**src/sv/uvs_pkg.sv**
```systemverilog
`default_nettype none

package uvs_pkg;

    localparam int MAX_SEGMENTS_DEF = 256;
    localparam int MIN_WIDTH_SEG    = 3;
    localparam int MIN_HEIGHT_SEG   = 2;
    localparam int TURN_BITS        = 20;
    localparam int CORDIC_ITERS     = 18;
    localparam int QUO_W            = 21;
    localparam int NUM_W            = 30;
    localparam int QUEUE_DEPTH      = 4;

    localparam logic [15:0] RADIUS_RST = 16'd256;
    localparam logic [8:0]  WIDTH_RST  = 9'd32;
    localparam logic [8:0]  HEIGHT_RST = 9'd16;

    localparam logic [1:0] CFG_RADIUS = 2'd0;
    localparam logic [1:0] CFG_WIDTH  = 2'd1;
    localparam logic [1:0] CFG_HEIGHT = 2'd2;

    typedef struct packed {
        logic [8:0]  col;
        logic [8:0]  row;
        logic [16:0] index;
        logic        quad;
    } item_t;

    typedef struct packed {
        logic [8:0] w;
        logic [8:0] h;
    } seg_t;

    typedef struct packed {
        logic [16:0] index;
        logic        quad;
        logic [16:0] tex_u;
        logic [16:0] tex_v;
    } side_t;

endpackage

`default_nettype wire

```
**src/sv/uvs_front.sv**
```systemverilog
`default_nettype none

module uvs_front
    import uvs_pkg::*;
#(
    parameter int MAX_SEGMENTS = MAX_SEGMENTS_DEF
)(
    input  wire logic [8:0] col,
    input  wire logic [8:0] row,
    input  wire logic [8:0] width_cfg,
    input  wire logic [8:0] height_cfg,
    output seg_t            seg,
    output item_t           item
);

    logic [8:0]  wc, hc, colc, rowc;
    logic [18:0] prod;

    always_comb
    begin
        // saturate segment counts
        if (int'(width_cfg) > MAX_SEGMENTS)
            wc = 9'(MAX_SEGMENTS);
        else if (int'(width_cfg) < MIN_WIDTH_SEG)
            wc = 9'(MIN_WIDTH_SEG);
        else
            wc = width_cfg;
        if (int'(height_cfg) > MAX_SEGMENTS)
            hc = 9'(MAX_SEGMENTS);
        else if (int'(height_cfg) < MIN_HEIGHT_SEG)
            hc = 9'(MIN_HEIGHT_SEG);
        else
            hc = height_cfg;
        colc = (col > wc) ? wc : col;
        rowc = (row > hc) ? hc : row;
        prod = (19'(wc) + 19'd1) * 19'(rowc);
        seg.w      = wc;
        seg.h      = hc;
        item.col   = colc;
        item.row   = rowc;
        item.index = 17'(prod + 19'(colc));
        item.quad  = (colc < wc) && (rowc < hc);
    end

endmodule

`default_nettype wire

```
**config.mk**
```make
export PLATFORM = sky130hd
export DESIGN_NAME = uvs_front
export DESIGN_NICKNAME = d
export VERILOG_FILES = /design/src/sv/uvs_pkg.sv /design/src/sv/uvs_front.sv
export SDC_FILE = /design/constraint.sdc
export NUM_CORES = 1
export LEC_CHECK = 0
export ABC_AREA = 1
export BUFFER_PORTS_ARGS = -buffer_cell sky130_fd_sc_hd__buf_4
export CAP_MARGIN = 10
export CORE_AREA = 5 5 90 92
export DETAILED_ROUTE_END_ITERATION = 6
export DIE_AREA = 0 0 95 97
export PLACE_DENSITY = 0.9
export SYNTH_ARGS = -nofsm -noshare
export SYNTH_HDL_FRONTEND = slang
export SYNTH_SLANG_ARGS = --single-unit
```
**constraint.sdc**
```tcl
create_clock -name vclk -period 17.25
set_input_delay 0.8625 -clock vclk [all_inputs]
set_output_delay 0.8625 -clock vclk [all_outputs]
set_load 0.005 [all_outputs]
```
==> flow_summary.toml <==
[timing]
holdWs_ns = 1.93
tightest_slew_ns = 0.643
setup-violations-final = 0
drv_slew = 0
fin_crit_ns = 8.35
layout_setup_ws_ns = 8.90
rsz0062_at_grt = "no"
max_freq_mhz = 120
tns_ns = 0
hold_viol = 0
min_period_over_period_pct = 48.4
slew_headroom_pct = 56.7

[critical_path]
slowest_delay_ns = 0.56
arrival_ns = 7.49
cp_max_fo = 10
path_class = "in2out"
slowest_stage = "fa_1"
crit_path_start_kind = "primary input"
cp-end-kind = "primary output"
crit_required_ns = 16.39

[power]
design_power_total_mw = 0.807
p_per_area_nw_per_um2 = 152
ir_drop_v = 0.000297
total_leakage_power_nw = 3.16

[detailed_routing]
vias_per_cell = 5.54
ant_nets = 0
post_drt_wl_per_cell_um = 15.4
dr.pass1.iters = 5
drcViolationCount = 0
drt_iter0_drc = 252
totalWireLength_um = 12600
vias = 4520

[min_path]
hold_path.class = "in2out"
hold_depth = 2
hold_path_end = "seg[8]"
hold_start = "height_cfg[8]"

[finish]
num-clock-buffers = 0
fin_nets = 897
mostFrequentLayoutCells = "nand2_1 (129), inv_1 (123), buf_4 (90)"
drive_gt1_share_pct = 18.8
area_growth_pct = 17.9
final_common_cell = "nand2_1"
antenna_cells = 0
final-seq-area_um2 = 0
nFlopsAndLatches = 0

[global_route]
grt_pass1_vias = 4555
grt_max_degree = 13
grt_pass1_wl_um = 20700
antenna_found_initial = 0
grt_overflow = 0
grt_usage_pct = 27.3

[run]
maxCapViolCount = 0

[logic_synthesis]
synth_area_leaders = "fa_1 (27%), ha_1 (22%), nand2_1 (11%), inv_1 (10%), nor2_1 (5.0%)"
synth_simple_gate_area_share_pct = 26.1
synth_area_per_cell_um2 = 7.21
netlist.area_leader.share_pct = 27.1
yosysUniqueCellTypes = 35
synth-xor-area-share_pct = 3.30
yosys_warnings = 0
synthAdderAreaFrac_pct = 49.6
synth_compound_area_share_pct = 9.16
yosysSeqAreaShare_pct = 0
synth_top_family_by_area = "adder cells"
synth_top_cell_by_area = "fa_1"
synth_area_um2 = 4510
muxShareOfSynthArea_pct = 0
netlist_instances = 625

[placed_design]
io_buffers = 90
place_ws_ns = 8.97
gp_congestion = 0.973
hpwl_um = 11100

[floorplan]
die_y_um = 97
core_area_um2 = 7140
start_util_pct = 63.1
dieWidth_um = 95
dieArea_um2 = 9220
num_io_pins = 90
rows = 31

[clock_network]
hold_buffers = 0
post-cts-setup-buffers = 0
cts_resized = 0

[status]
status = "finished clean"
-- worst max path at each step --
stage                     cells past startpoint           from  slack, ns  endpoint
after floorplan                              35  height_cfg[7]       9.78  item[17]
after global placement                       32  height_cfg[7]       9.11  item[11]
after detailed placement                     42  height_cfg[7]       8.97  item[17]
after CTS                                    42  height_cfg[7]       8.94  item[17]
after global routing                         42  height_cfg[6]       8.43  item[17]
final                                        37  height_cfg[7]       8.90  item[17]
-- critical path, delay by kind of cell --
| family | cells | cell delay [ns] |
|---|---|---|
| and+or+nand+nor | 20 | 2.40 |
| AOI/OAI and AO/OA | 1 | 0.39 |
| buffers and inverters | 9 | 0.56 |
| adders and majority gates | 7 | 3.27 |
-- synth_stat cells (3+ instances only) --
| cell type | number |
|---|---|
| nor2_1 | 60 |
| inv_2 | 12 |
| nand4_1 | 7 |
| o21ai_0 | 15 |
| xnor2_1 | 4 |
| o21ai_4 | 4 |
| nand2_4 | 5 |
| nand3b_1 | 3 |
| nand2_2 | 5 |
| nand2_1 | 129 |
| clkbuf_1 | 3 |
| xor2_1 | 13 |
| a21o_1 | 4 |
| inv_1 | 123 |
| ha_1 | 81 |
| o21ai_2 | 6 |
| nand3_1 | 37 |
| a21oi_1 | 27 |
| nor2_2 | 4 |
| nor3_1 | 4 |
| fa_1 | 61 |
| nand3_2 | 3 |
-- cell type report --
| cell class | count | area, um^2 |
|---|---|---|
| well taps | 99 | 124 |
| fillers | 576 | 1820 |
| repair buffers | 90 | 676 |
| multi-input cells | 490 | 4000 |
| inverters | 137 | 515 |
-- power by group --
| part | internal [mW] | total [mW] | switching, mW | leakage (nW) |
|---|---|---|---|---|
| sequential | 0 | 0 | 0 | 0 |
| clock | 0 | 0 | 0 | 0 |
| combinational | 0.358 | 0.807 | 0.449 | 3.16 |
-- layer usage --
metal / up-vias / global-route usage, % / part of all wire (%)
li1: 2144 / - / -
met1: 2107 / 34.6 / 39
met2: 228 / 47.3 / 49
met3: 41 / 4.11 / 8.7
met4: 0 / 7.88 / 3.3
met5: - / 0 / 0
-- kinds of logic after synthesis --
group           count (synthesis)
xor+xnor                       17
other cells                     2
compound gates                 63
buf+inv                       140
simple gates                  261
fa+ha+maj                     142
-- stage by stage --
step	instances	util, %	instance area, um^2
6_report	816	74.4	5310
5_1_grt	816	74.4	5310
4_1_cts	816	74.4	5310
3_5_place_dp	816	74.4	5310
3_3_place_gp	816	74.4	5310
2_1_floorplan	630	-	4520
Power figures use the tool's default switching activity.
