## config.mk

```make
export PLATFORM = sky130hd
export DESIGN_NAME = uvs_fifo
export DESIGN_NICKNAME = d
export VERILOG_FILES = /design/src/sv/uvs_pkg.sv /design/src/sv/uvs_fifo.sv
export SDC_FILE = /design/constraint.sdc
export NUM_CORES = 1
export LEC_CHECK = 0
export ABC_CLOCK_PERIOD_IN_PS = 1800
export BUFFER_PORTS_ARGS = -buffer_cell sky130_fd_sc_hd__buf_4
export CAP_MARGIN = 20
export CORE_MARGIN = 3
export CORE_UTILIZATION = 50
export CTS_BUF_LIST = sky130_fd_sc_hd__clkbuf_4
export DETAILED_ROUTE_END_ITERATION = 6
export PLACE_DENSITY = 0.74
export SLEW_MARGIN = 25
export SYNTH_ARGS = -nofsm -noshare
export SYNTH_HDL_FRONTEND = slang
export SYNTH_SLANG_ARGS = --single-unit
```

## constraint.sdc

```tcl
create_clock -name clk -period 1.8 [get_ports clk]
set_clock_uncertainty 0.1 [all_clocks]
set_input_delay 0.27 -clock clk [delete_from_list [all_inputs] [get_ports clk]]
set_output_delay 0.27 -clock clk [all_outputs]
set_load 0.02 [all_outputs]
```

## src/sv/uvs_pkg.sv

```systemverilog
`default_nettype none

package uvs_pkg;

    localparam int MAX_SEGMENTS_DEF = 256;
    localparam int MIN_WIDTH_SEG    = 3;
    localparam int MIN_HEIGHT_SEG   = 2;
    localparam int TURN_BITS        = 20;
    localparam int CORDIC_ITERS     = 18;
    localparam int QUO_W            = 21;
    localparam int NUM_W            = 30;
    localparam int QUEUE_DEPTH      = 4;

    localparam logic [15:0] RADIUS_RST = 16'd256;
    localparam logic [8:0]  WIDTH_RST  = 9'd32;
    localparam logic [8:0]  HEIGHT_RST = 9'd16;

    localparam logic [1:0] CFG_RADIUS = 2'd0;
    localparam logic [1:0] CFG_WIDTH  = 2'd1;
    localparam logic [1:0] CFG_HEIGHT = 2'd2;

    typedef struct packed {
        logic [8:0]  col;
        logic [8:0]  row;
        logic [16:0] index;
        logic        quad;
    } item_t;

    typedef struct packed {
        logic [8:0] w;
        logic [8:0] h;
    } seg_t;

    typedef struct packed {
        logic [16:0] index;
        logic        quad;
        logic [16:0] tex_u;
        logic [16:0] tex_v;
    } side_t;

endpackage

`default_nettype wire

```

## src/sv/uvs_fifo.sv

```systemverilog
`default_nettype none

module uvs_fifo
    import uvs_pkg::*;
(
    input  wire logic  clk,
    input  wire logic  rst_n,
    input  wire logic  wr_en,
    input  wire item_t wr_data,
    input  wire logic  rd_en,
    output item_t      rd_data,
    output logic       full,
    output logic       empty
);

    localparam int PTR_W = $clog2(QUEUE_DEPTH);
    localparam int CNT_W = $clog2(QUEUE_DEPTH + 1);

    item_t            mem_reg [QUEUE_DEPTH];
    logic [PTR_W-1:0] wr_ptr_reg, rd_ptr_reg;
    logic [CNT_W-1:0] cnt_reg;

    assign full    = (cnt_reg == CNT_W'(QUEUE_DEPTH));
    assign empty   = (cnt_reg == '0);
    assign rd_data = mem_reg[rd_ptr_reg];

    always_ff @(posedge clk)
    begin
        if (wr_en)
            mem_reg[wr_ptr_reg] <= wr_data;
    end

    always_ff @(posedge clk or negedge rst_n)
    begin
        if (!rst_n)
        begin
            wr_ptr_reg <= '0;
            rd_ptr_reg <= '0;
            cnt_reg    <= '0;
        end
        else
        begin
            if (wr_en)
                wr_ptr_reg <= (wr_ptr_reg == PTR_W'(QUEUE_DEPTH - 1)) ? '0 : wr_ptr_reg + 1'b1;
            if (rd_en)
                rd_ptr_reg <= (rd_ptr_reg == PTR_W'(QUEUE_DEPTH - 1)) ? '0 : rd_ptr_reg + 1'b1;
            if (wr_en && !rd_en)
                cnt_reg <= cnt_reg + 1'b1;
            else if (rd_en && !wr_en)
                cnt_reg <= cnt_reg - 1'b1;
        end
    end

endmodule

`default_nettype wire

```

==> results of run 1 <==
[final timing paths]
check	start	end	slack, ns
min in group asynchronous	rst_n	cnt_reg[2]	0.59
max in group asynchronous	rst_n	rd_ptr_reg[0]	0.70
max	rd_ptr_reg[0]	rd_data[14]	-0.46
min	wr_data[25]	mem_reg[3][25]	0.37
max reg2reg	cnt_reg[1]	cnt_reg[2]	0.11
min reg2reg	cnt_reg[2]	cnt_reg[2]	0.42
[power groups by stage]
stage | combinational (mW) | sequential, mW | clock, mW
CTS | 4.44 | 4.74 | 2.39
floorplan | 2.51 | 4.71 | 0
finish | 4.79 | 4.73 | 2.32
global route | 5.08 | 4.79 | 2.55
global placement | 3.92 | 4.78 | 0
detailed placement | 3.95 | 4.83 | 0
[cells in the final DEF, fill, tap and decap left out, drive strengths merged, types with 4 or more instances in the layout]
cell type,Yosys,layout
edfxtp,144,144
buf,8,95
dlygate4sd3,0,40
mux4,36,36
clkbuf,0,21
inv,4,8
dfrtp,7,7
ha,6,6
and2,4,4
clkinvlp,0,4
bufinv,0,4
[repair_timing]
action                     in CTS  in global routing
hold buffers                   40                  0
hold endpoints to repair      156                  0
resized for setup              33                  9
buffers inserted                2                  3
gates cloned                    0                  4
setup endpoints to repair      38                 38
pin swaps                       0                  2
[layout make-up]
class,count,area (um2),area share (%)
Sequential cell,151,4500,59.8
Clock inverter,14,198,2.63
Tap cell,140,175,2.33
Inverter,4,15.0,0.200
Clock buffer,18,135,1.80
Multi-Input combinational cell,62,1050,13.9
Timing Repair Buffer,138,1450,19.3
[kinds of logic (layout without fill, tap and decap cells)]
kind of cell	count (synthesis)	in the layout	share of synthesized area, %
muxes	39	39	15.0
DFF	151	151	80.1
buffers and inverters	12	174	1.58
and+or+nand+nor	11	11	1.00
xor gates and xnor gates	3	3	0.468
AOI/OAI and AO/OA	2	2	0.178
adders and majority gates	7	7	1.69
[routing by layer]
| layer | wire, um | vias up | part of all wire [%] | GRT usage, % |
|---|---|---|---|---|
| met5 | 0 | - | 0 | 0 |
| met4 | 90 | 0 | 0.89 | 5.29 |
| met3 | 415 | 7 | 4.1 | 5.98 |
| met2 | 5320 | 72 | 53 | 27.7 |
| met1 | 4250 | 1446 | 42 | 21.4 |
| li1 | - | 1251 | - | - |
[critical path: cells and delay by family (launching register included)]
family | cells | cell delay, ns
buffers and inverters | 3 | 0.44
DFF | 1 | 0.39
muxes | 1 | 0.54
==> summary.txt, run 1 <==
Logic synthesis
  – Top-count cell post-synth: edfxtp_1
  – Syn nets: about 270
  – YS warnings: 0
  – Top post-synthesis cells by count: 144 x edfxtp_1, 36 x mux4_2, 7 x dfrtp_1, 6 x ha_1
  – Synth cell types: 20
  – Cell taking the most area after synthesis: edfxtp_1
  – Most common flop cell mapped by yosys: edfxtp_1
  – Mapped Area: ~0.0056 mm2
  – EDFF count, synth: 144
  – Gate Count Post-Synth: 225
  – Yosys top cell area share: around 77%
  – Register area share after synthesis: 80.1%
  – Post-synth ARST share: 4.64%
  – #FFs+latches synth: 151
  – Avg Cell Area, Syn: 25.0 um2
  – Top post-synthesis cells by area: edfxtp_1 77%, mux4_2 14%, dfrtp_1 3.1%, ha_1 1.3%, mux2_2 0.60%

Clock network
  – CTS tree: done
  – Worst-path clk slew: 0.14 ns
  – Clock Path Buffers: 2
  – Num CTS Buffers: 17
  – CTS Sinks: 151
  – Clock insertion delay at the later pin of the skew report: 0.53 ns
  – H-tree depth: 4
  – CTS root buf: clkbuf_4

Setup path
  – CP max FO: 7
  – Setup CP Type: flop to primary output
  – Arr. time, crit path: 1.89 ns
  – Critical Path Max Stage Delay: 0.54 ns
  – Crit start category: flop
  – Worst Path Required: 1.43 ns
  – Crit. End Element: primary output
  – Cell mode on critical path: buf_12
  – Slowest cell on crit path: mux4_2
  – Register-to-Register Path Depth: 6
  – Cells along the critical path: buf_12 -> buf_12 -> mux4_2 -> buf_6

Timing
  – Fin Hold WS: roughly 0.37 ns
  – Final setup TNS: -15.80 ns
  – Fmax: 442 MHz
  – Slew Viols, Final: 0
  – Worst-margin pin slew: 0.358 ns
  – Final critical-path required period: 2.26 ns
  – RSZ-0062 raised after global routing: yes
  – Slew headroom: approximately three quarters
  – Final hold vios: 0
  – Period utilisation layout: 126%
  – # setup viols final: 36
  – Final WS setup: -0.463 ns

Routing
  – Initial DRC Count: 170
  – Routed Wire Length: between 10000 and 15000 um
  – Residual DRC: 0
  – Wirelength per Cell: 19.1 um
  – First drt pass iteration count: 4
  – Vias per std cell: roughly 5.3
  – DR vias: 2776
  – Detail Route Antenna Nets: 0

Layout
  – Fin area: roughly 0.0075 mm2
  – Nets@finish: between 400 and 500
  – Layout cells sized above 1: 45.7%
  – Fillers: slightly above 700
  – Core Util, Final: 68.8%
  – Synth-to-layout area growth: 33.9%
  – Final Instance Count excl. Fillers: 527
  – Max reg flops: 144
  – ANT cells: 0

Power and ir drop
  – Switching Fraction: 30.5%
  – Logic pwr share: 40.5%
  – Pleak: 2.67 nW
  – Reg power frac: 39.9%
  – Psw: about 3.6 mW
  – Clk pwr share: about 20%
  – Total Power: 11.8 mW
  – Pwr Density: approximately 1600 mW/mm2
  – Maximum vdd drop: 0.907 mV
  – P_int: around 8 mW

Hold path
  – Hold Path Class: input port to flop
  – Hold Path Cell Cnt: 2

Floorplanning
  – FP Rows: 38
  – Ports: 78
  – Full die area: 0.0125 mm2
  – Die width: 112 um
  – Chip height: 112 um
  – Core Region: 0.0109 mm2
  – Initial core utilization: between 50% and 60%

Place
  – GP Congestion: 0.660
  – Pre-CTS WS: between 0.08 and 0.09 ns
  – DP HPWL: 5920 um
  – Placed Area: 0.00650 mm2
  – Post-Place Cells: 446
  – I/O Buffers: 77

Global routing
  – Antenna violations before repair: 0
  – Largest net degree at the start of global routing: 37
  – Number of global-route vias before repair: between 2000 and 3000
  – First-pass GRT wire length: approximately 16000 um
  – Gr usage total: 16.8%
  – Gr ovfl total: 0

Status
  – Failing checks: setup timing
  – Status: complete, but fails checks

Job
  – Max cap viols: 0
No activity file was read; power rests on OpenSTA's default activity.
==> inputs of run 2 (changes only) <==
--- a/config.mk
+++ b/config.mk
@@ -5,14 +5,14 @@
 export SDC_FILE = /design/constraint.sdc
 export NUM_CORES = 1
 export LEC_CHECK = 0
-export ABC_CLOCK_PERIOD_IN_PS = 1800
+export ABC_CLOCK_PERIOD_IN_PS = 2450
 export BUFFER_PORTS_ARGS = -buffer_cell sky130_fd_sc_hd__buf_4
 export CAP_MARGIN = 20
 export CORE_MARGIN = 3
 export CORE_UTILIZATION = 50
 export CTS_BUF_LIST = sky130_fd_sc_hd__clkbuf_4
 export DETAILED_ROUTE_END_ITERATION = 6
-export PLACE_DENSITY = 0.74
+export PLACE_DENSITY = 0.71
 export SLEW_MARGIN = 25
 export SYNTH_ARGS = -nofsm -noshare
 export SYNTH_HDL_FRONTEND = slang
==> constraint.sdc (replaced) <==
create_clock -name clk -period 2.45 [get_ports clk]
set_clock_uncertainty 0.1 [all_clocks]
set_input_delay 0.3675 -clock clk [delete_from_list [all_inputs] [get_ports clk]]
set_output_delay 0.3675 -clock clk [all_outputs]
set_load 0.02 [all_outputs]
==> run 2 against run 1 <==
  * The flow now finishes without violations
  * Cell area down 2.7%
  * Final cell count down 0.95%
  * Setup slack better by 0.55 ns
  * Critical endpoint is now rd_data[30]
  * Largest power group is now registers
  * Highest routed layer unchanged
==> summary.txt, run 2 (synthesis results as in run 1) <==
Layout
  – Synth-to-layout area growth: 30.3% (was 33.9%)
  – Nets@finish: 418 (was 421)
  – Max reg flops: 144 (unchanged)
  – Core Util, Final: 67.0% (was 68.8%)
  – Most common cell after layout, fill and taps aside: edfxtp_1 (unchanged)
  – Fillers: 731 (was 721)
  – Layout cells sized above 1: 43.7% (was 45.7%)
  – ANT cells: 0 (unchanged)
  – Leading cell types in the layout, fill and taps excluded: 144 x edfxtp_1, 64 x buf_4, 39 x dlygate4sd3_1 (was 144 x edfxtp_1, 48 x buf_4, 40 x dlygate4sd3_1)
  – Area taken by multi-input logic gates: 0.00104 mm2 (was 0.00105 mm2)
  – Reg area: 0.00450 mm2 (about the same)
  – Final Instance Count excl. Fillers: 522 (was 527)
  – Fin area: 0.00732 mm2 (was 0.00753 mm2)

Clock network
  – Num CTS Buffers: 17 (unchanged)
  – H-tree depth: 4 (unchanged)
  – Worst-path clk slew: 0.12 ns (was 0.14 ns)
  – CTS root buf: clkbuf_4 (unchanged)
  – Clock Path Buffers: 2 (unchanged)
  – CTS Sinks: 151 (unchanged)
  – Clock insertion delay at the later pin of the skew report: 0.51 ns (was 0.53 ns)
  – CTS tree: done (unchanged)

Place
  – GP Congestion: 0.728 (was 0.660)
  – DP HPWL: 5890 um (was 5920 um)
  – Post-Place Cells: 445 (was 446)
  – Placed Area: 0.00643 mm2 (was 0.00650 mm2)
  – Pre-CTS WS: 0.545 ns (was 0.0826 ns)
  – I/O Buffers: 77 (unchanged)

Timing
  – Period utilisation layout: 96.4%
  – Slew Viols, Final: 0 (unchanged)
  – Worst-margin pin slew: 0.422 ns (was 0.358 ns)
  – Final hold vios: 0 (unchanged)
  – Fmax: 423 MHz
  – RSZ-0062 raised after global routing: yes (unchanged)
  – Fin Hold WS: 0.0819 ns (was 0.368 ns)
  – Final setup TNS: 0 ns (was -15.80 ns)
  – Final critical-path required period: 2.36 ns
  – Final WS setup: 0.0885 ns (was -0.463 ns)
  – # setup viols final: 0 (was 36)
  – Slew headroom: 71.8% (was 76.0%)

Job
  – Max cap viols: 0 (unchanged)

Setup path
  – Crit start category: flop (unchanged)
  – Worst Path Required: 1.98 ns (was 1.43 ns)
  – Worst R2R End: mem_reg[1][19] (was cnt_reg[2])
  – CP max FO: 6 (was 7)
  – R2R Path Start: wr_ptr_reg[1] (was cnt_reg[1])
  – Setup slack, reg-to-reg: 0.74 ns (was 0.11 ns)
  – Crit. End Element: primary output (unchanged)
  – Setup CP Type: flop to primary output (unchanged)
  – Arr. time, crit path: 1.89 ns (about the same)
  – Register-to-Register Path Depth: 4 (was 6)
  – Crit path from: rd_ptr_reg[0] (unchanged)

Routing
  – DR vias: 2679 (was 2776)
  – Routed Wire Length: 9800 um (was 10100 um)
  – Wirelength per Cell: 18.8 um (was 19.1 um)
  – Residual DRC: 0 (unchanged)
  – First drt pass iteration count: 4 (unchanged)
  – Detail Route Antenna Nets: 0 (unchanged)
  – Initial DRC Count: 144 (was 170)
  – Vias per std cell: 5.13 (was 5.27)

Global routing
  – Antenna violations before repair: 0 (unchanged)
  – Gr ovfl total: 0 (unchanged)
  – First-pass GRT wire length: 15000 um (was 15600 um)
  – Largest net degree at the start of global routing: 26 (was 37)
  – Gr usage total: 16.3% (was 16.8%)
  – Number of global-route vias before repair: 2858 (was 2987)

Power and ir drop
  – Maximum vdd drop: 0.643 mV (was 0.907 mV)
  – Total Power: 8.23 mW (was 11.8 mW)
  – Switching Fraction: 30.2% (was 30.5%)
  – Clk pwr share: 17.9% (was 19.6%)
  – Pleak: 2.60 nW (was 2.67 nW)
  – Psw: 2.48 mW (was 3.61 mW)
  – Logic pwr share: 40.0% (was 40.5%)
  – Pwr Density: 1120 mW/mm2 (was 1570 mW/mm2)
  – Reg power frac: 42.1% (was 39.9%)
  – P_int: 5.75 mW (was 8.23 mW)

Floorplanning
  – FP Rows: 38 (unchanged)
  – Full die area: 0.0125 mm2 (unchanged)
  – Ports: 78 (unchanged)
  – Die width: 112 um (unchanged)
  – Chip height: 112 um (unchanged)
  – Core Region: 0.0109 mm2 (unchanged)
  – Initial core utilization: 51.4% (unchanged)

Status
  – Status: finished, final reports clean (was complete, but fails checks)

Hold path
  – Hold Path Class: input port to async pin (was input port to flop)
run 2: cell types whose count changed in the layout (fill, tap and decap cells not counted), moves of 2 or more:
cell        before  now
buf_12          10    5
inv_6            4    0
clkinv_1         1    4
buf_4           48   64
clkinvlp_4       4    2
buf_6           37   24
dfrtp_2          3    1
run 2: power groups by stage:
stage | Combinational (mW) | Clock [mW] | Sequential [mW]
after detailed placement | 2.79 | 0 | 3.57
after floorplan | 1.84 | 0 | 3.47
after CTS | 2.86 | 1.52 | 3.51
final | 3.29 | 1.47 | 3.46
after global routing | 3.49 | 1.63 | 3.50
after global placement | 2.76 | 0 | 3.54
run 2: final cells by class:
class                      count  area share (%)
sequential                   151            61.5
inverter                       4           0.205
clock buffer                  19            1.95
tap                          140            2.39
clock inverter                11            1.83
timing repair buffer         135            18.0
multi-input combinational     62            14.2
run 2: critical path: stages (launching register included):
cell,delay (ns)
dfrtp_2,0.39
buf_12,0.14
clkbuf_16,0.17
mux4_2,0.53
buf_6,0.15
run 2: what timing repair did:
| action | 4_1_cts | 5_1_grt |
|---|---|---|
| cloned | 0 | 4 |
| hold buffers | 39 | 0 |
| gates resized for setup | 3 | 24 |
| buffers inserted | 0 | 4 |
| setup endpoints to repair | 14 | 35 |
| endpoints found under the hold margin | 155 | 0 |
run 2: layer usage:
metal / routed length, um / up-vias / GRT usage (%)
li1: - / 1241 / -
met1: 4220 / 1359 / 21.1
met2: 4960 / 74 / 25.6
met3: 547 / 5 / 5.77
met4: 72 / 0 / 6.25
met5: 0 / - / 0
run 2: how the worst max path moves through the flow:
stage                               end  slack, ns  depth (start not counted)
after floorplan           mem_reg[2][0]       0.45                          3
after global placement      rd_data[11]       0.55                          3
after detailed placement    rd_data[11]       0.55                          3
after CTS                   rd_data[11]     -0.003                          3
after global routing        rd_data[30]      -0.02                          4
final                       rd_data[30]       0.09                          4
==> inputs of run 3 (changes only) <==
--- a/config.mk
+++ b/config.mk
@@ -8,11 +8,14 @@
 export ABC_CLOCK_PERIOD_IN_PS = 2450
 export BUFFER_PORTS_ARGS = -buffer_cell sky130_fd_sc_hd__buf_4
 export CAP_MARGIN = 20
+export CELL_PAD_IN_SITES_DETAIL_PLACEMENT = 1
+export CELL_PAD_IN_SITES_GLOBAL_PLACEMENT = 2
 export CORE_MARGIN = 3
-export CORE_UTILIZATION = 50
+export CORE_UTILIZATION = 46
 export CTS_BUF_LIST = sky130_fd_sc_hd__clkbuf_4
 export DETAILED_ROUTE_END_ITERATION = 6
-export PLACE_DENSITY = 0.71
+export PLACE_DENSITY_LB_ADDON = 0.1
+export SETUP_SLACK_MARGIN = 0.2
 export SLEW_MARGIN = 25
 export SYNTH_ARGS = -nofsm -noshare
 export SYNTH_HDL_FRONTEND = slang
==> run 3 against run 2 <==
  * Utilization decreased by 4.2 points
  * Maximum frequency decreased by 1.9%
  * Clock power about the same
  * Global-route usage grew 0.66 points
  * Via count up 1.4%
  * Hold slack worse by 0.012 ns
  * Wire length up 12%
==> summary.txt, run 3 (synthesis results as in run 1) <==
Status
  – Status: finished, final reports clean (unchanged)

Global routing
  – Number of global-route vias before repair: 3010 (was 2858)
  – Antenna violations before repair: 0 (unchanged)
  – Gr usage total: 16.9% (was 16.3%)
  – First-pass GRT wire length: 16400 um (was 15000 um)
  – Largest net degree at the start of global routing: 25 (was 26)
  – Gr ovfl total: 0 (unchanged)

Routing
  – Detail Route Antenna Nets: 0 (unchanged)
  – Initial DRC Count: 122 (was 144)
  – Vias per std cell: 5.15 (was 5.13)
  – Residual DRC: 0 (unchanged)
  – Routed Wire Length: 11000 um (was 9800 um)
  – DR vias: 2716 (was 2679)
  – Wirelength per Cell: 20.8 um (was 18.8 um)
  – First drt pass iteration count: 4 (unchanged)

Clock network
  – H-tree depth: 4 (unchanged)
  – Worst-path clk slew: 0.12 ns (about the same)
  – Clock Path Buffers: 2 (unchanged)
  – CTS tree: done (unchanged)
  – CTS Sinks: 151 (unchanged)
  – Num CTS Buffers: 17 (unchanged)
  – Clock insertion delay at the later pin of the skew report: 0.52 ns (was 0.51 ns)
  – CTS root buf: clkbuf_4 (unchanged)

Timing
  – Slew headroom: 73.9% (was 71.8%)
  – Final hold vios: 0 (unchanged)
  – Final critical-path required period: 2.41 ns (was 2.36 ns)
  – Worst-margin pin slew: 0.392 ns (was 0.422 ns)
  – Slew Viols, Final: 0 (unchanged)
  – # setup viols final: 0 (unchanged)
  – Fin Hold WS: 0.0704 ns (was 0.0819 ns)
  – Period utilisation layout: 98.3% (was 96.4%)
  – Final setup TNS: 0 ns (unchanged)
  – Final WS setup: 0.0421 ns (was 0.0885 ns)
  – Fmax: 415 MHz (was 423 MHz)
  – RSZ-0062 raised after global routing: yes (unchanged)

Layout
  – Layout cells sized above 1: 43.2% (was 43.7%)
  – Most common cell after layout, fill and taps aside: edfxtp_1 (unchanged)
  – Nets@finish: 418 (unchanged)
  – Synth-to-layout area growth: 30.3% (about the same)
  – Max reg flops: 144 (unchanged)
  – Leading cell types in the layout, fill and taps excluded: 144 x edfxtp_1, 57 x buf_4, 39 x dlygate4sd3_1 (was 144 x edfxtp_1, 64 x buf_4, 39 x dlygate4sd3_1)
  – ANT cells: 0 (unchanged)
  – Core Util, Final: 62.8% (was 67.0%)
  – Final Instance Count excl. Fillers: 527 (was 522)

Hold path
  – Hold Path Class: input port to async pin (unchanged)

Setup path
  – Worst Path Required: 1.98 ns (about the same)
  – Crit. End Element: primary output (unchanged)
  – Register-to-Register Path Depth: 4 (unchanged)
  – CP max FO: 5 (was 6)
  – Setup slack, reg-to-reg: 0.67 ns (was 0.74 ns)
  – Setup CP Type: flop to primary output (unchanged)
  – Arr. time, crit path: 1.94 ns (was 1.89 ns)
  – R2R Path Start: wr_ptr_reg[0] (was wr_ptr_reg[1])
  – Crit start category: flop (unchanged)
  – Worst R2R End: mem_reg[2][30] (was mem_reg[1][19])

Floorplanning
  – Die width: 117 um (was 112 um)
  – Ports: 78 (unchanged)
  – Initial core utilization: 48.2% (was 51.4%)
  – FP Rows: 39 (was 38)
  – Chip height: 117 um (was 112 um)
  – Core Region: 0.0117 mm2 (was 0.0109 mm2)
  – Full die area: 0.0136 mm2 (was 0.0125 mm2)

Place
  – I/O Buffers: 77 (unchanged)
  – GP Congestion: 0.682 (was 0.728)
  – Pre-CTS WS: 0.509 ns (was 0.545 ns)
  – Post-Place Cells: 448 (was 445)
  – DP HPWL: 6330 um (was 5890 um)

Power and ir drop
  – Pwr Density: 1130 mW/mm2 (was 1120 mW/mm2)
  – Maximum vdd drop: 0.706 mV (was 0.643 mV)
  – Pleak: 2.60 nW (about the same)

Job
  – Max cap viols: 0 (unchanged)
run 3: changes by cell type in the layout (fill, tap and decap cells not counted), sizes merged:
cell and change:
clkinvlp -1, buf +2, clkinv +4, clkbuf -3
run 3: worst max-delay path by stage:
stage / start / to
detailed placement: rd_ptr_reg[0] / rd_data[26]
global route: rd_ptr_reg[0] / rd_data[23]
global placement: rd_ptr_reg[0] / rd_data[27]
finish: rd_ptr_reg[0] / rd_data[3]
CTS: rd_ptr_reg[0] / rd_data[10]
floorplan: wr_ptr_reg[0] / mem_reg[2][0]
run 3: metrics by stage:
step,area (um2),total power [mW]
2_1_floorplan,5620,5.31
3_3_place_gp,6420,6.31
3_5_place_dp,6420,6.36
4_1_cts,7090,7.91
5_1_grt,7330,8.75
6_report,7330,8.30
run 3: metal layers:
metal  wire length (um)  GRT usage, %  up-vias  part of all wire [%]
li1                   -             -     1242                     -
met1               4630          21.5     1401                    42
met2               5830          28.0       63                    53
met3                404          4.51       10                   3.7
met4                116          6.88        0                   1.1
met5                  0             0        -                     0
run 3: area by class of cell:
| class | count | area (um2) |
|---|---|---|
| fill | 964 | 4340 |
| clock buffer | 18 | 135 |
| clock inverter | 14 | 139 |
| tap | 143 | 179 |
| timing repair buffer | 135 | 1320 |
| sequential | 151 | 4500 |
| multi-input combinational | 62 | 1040 |
| inverter | 4 | 15.0 |
run 3: worst max-delay path, stage by stage, from the launching register on:
cell,delay (ns)
dfrtp_2,0.45
buf_6,0.15
clkbuf_16,0.16
mux4_2,0.51
buf_6,0.15
run 3: power by group:
part | switching [mW] | leakage (nW) | internal, mW
Combinational | 1.62 | 1.05 | 1.73
Sequential | 0.149 | 1.40 | 3.32
Clock | 0.791 | 0.148 | 0.690
run 3: timing repair:
| action | in CTS | in global routing |
|---|---|---|
| gates resized for setup | 2 | 36 |
| cloned | 0 | 2 |
| setup endpoints to repair | 36 | 36 |
| hold buffers | 39 | 0 |
| buffers inserted | 0 | 6 |
| endpoints found under the hold margin | 155 | 0 |
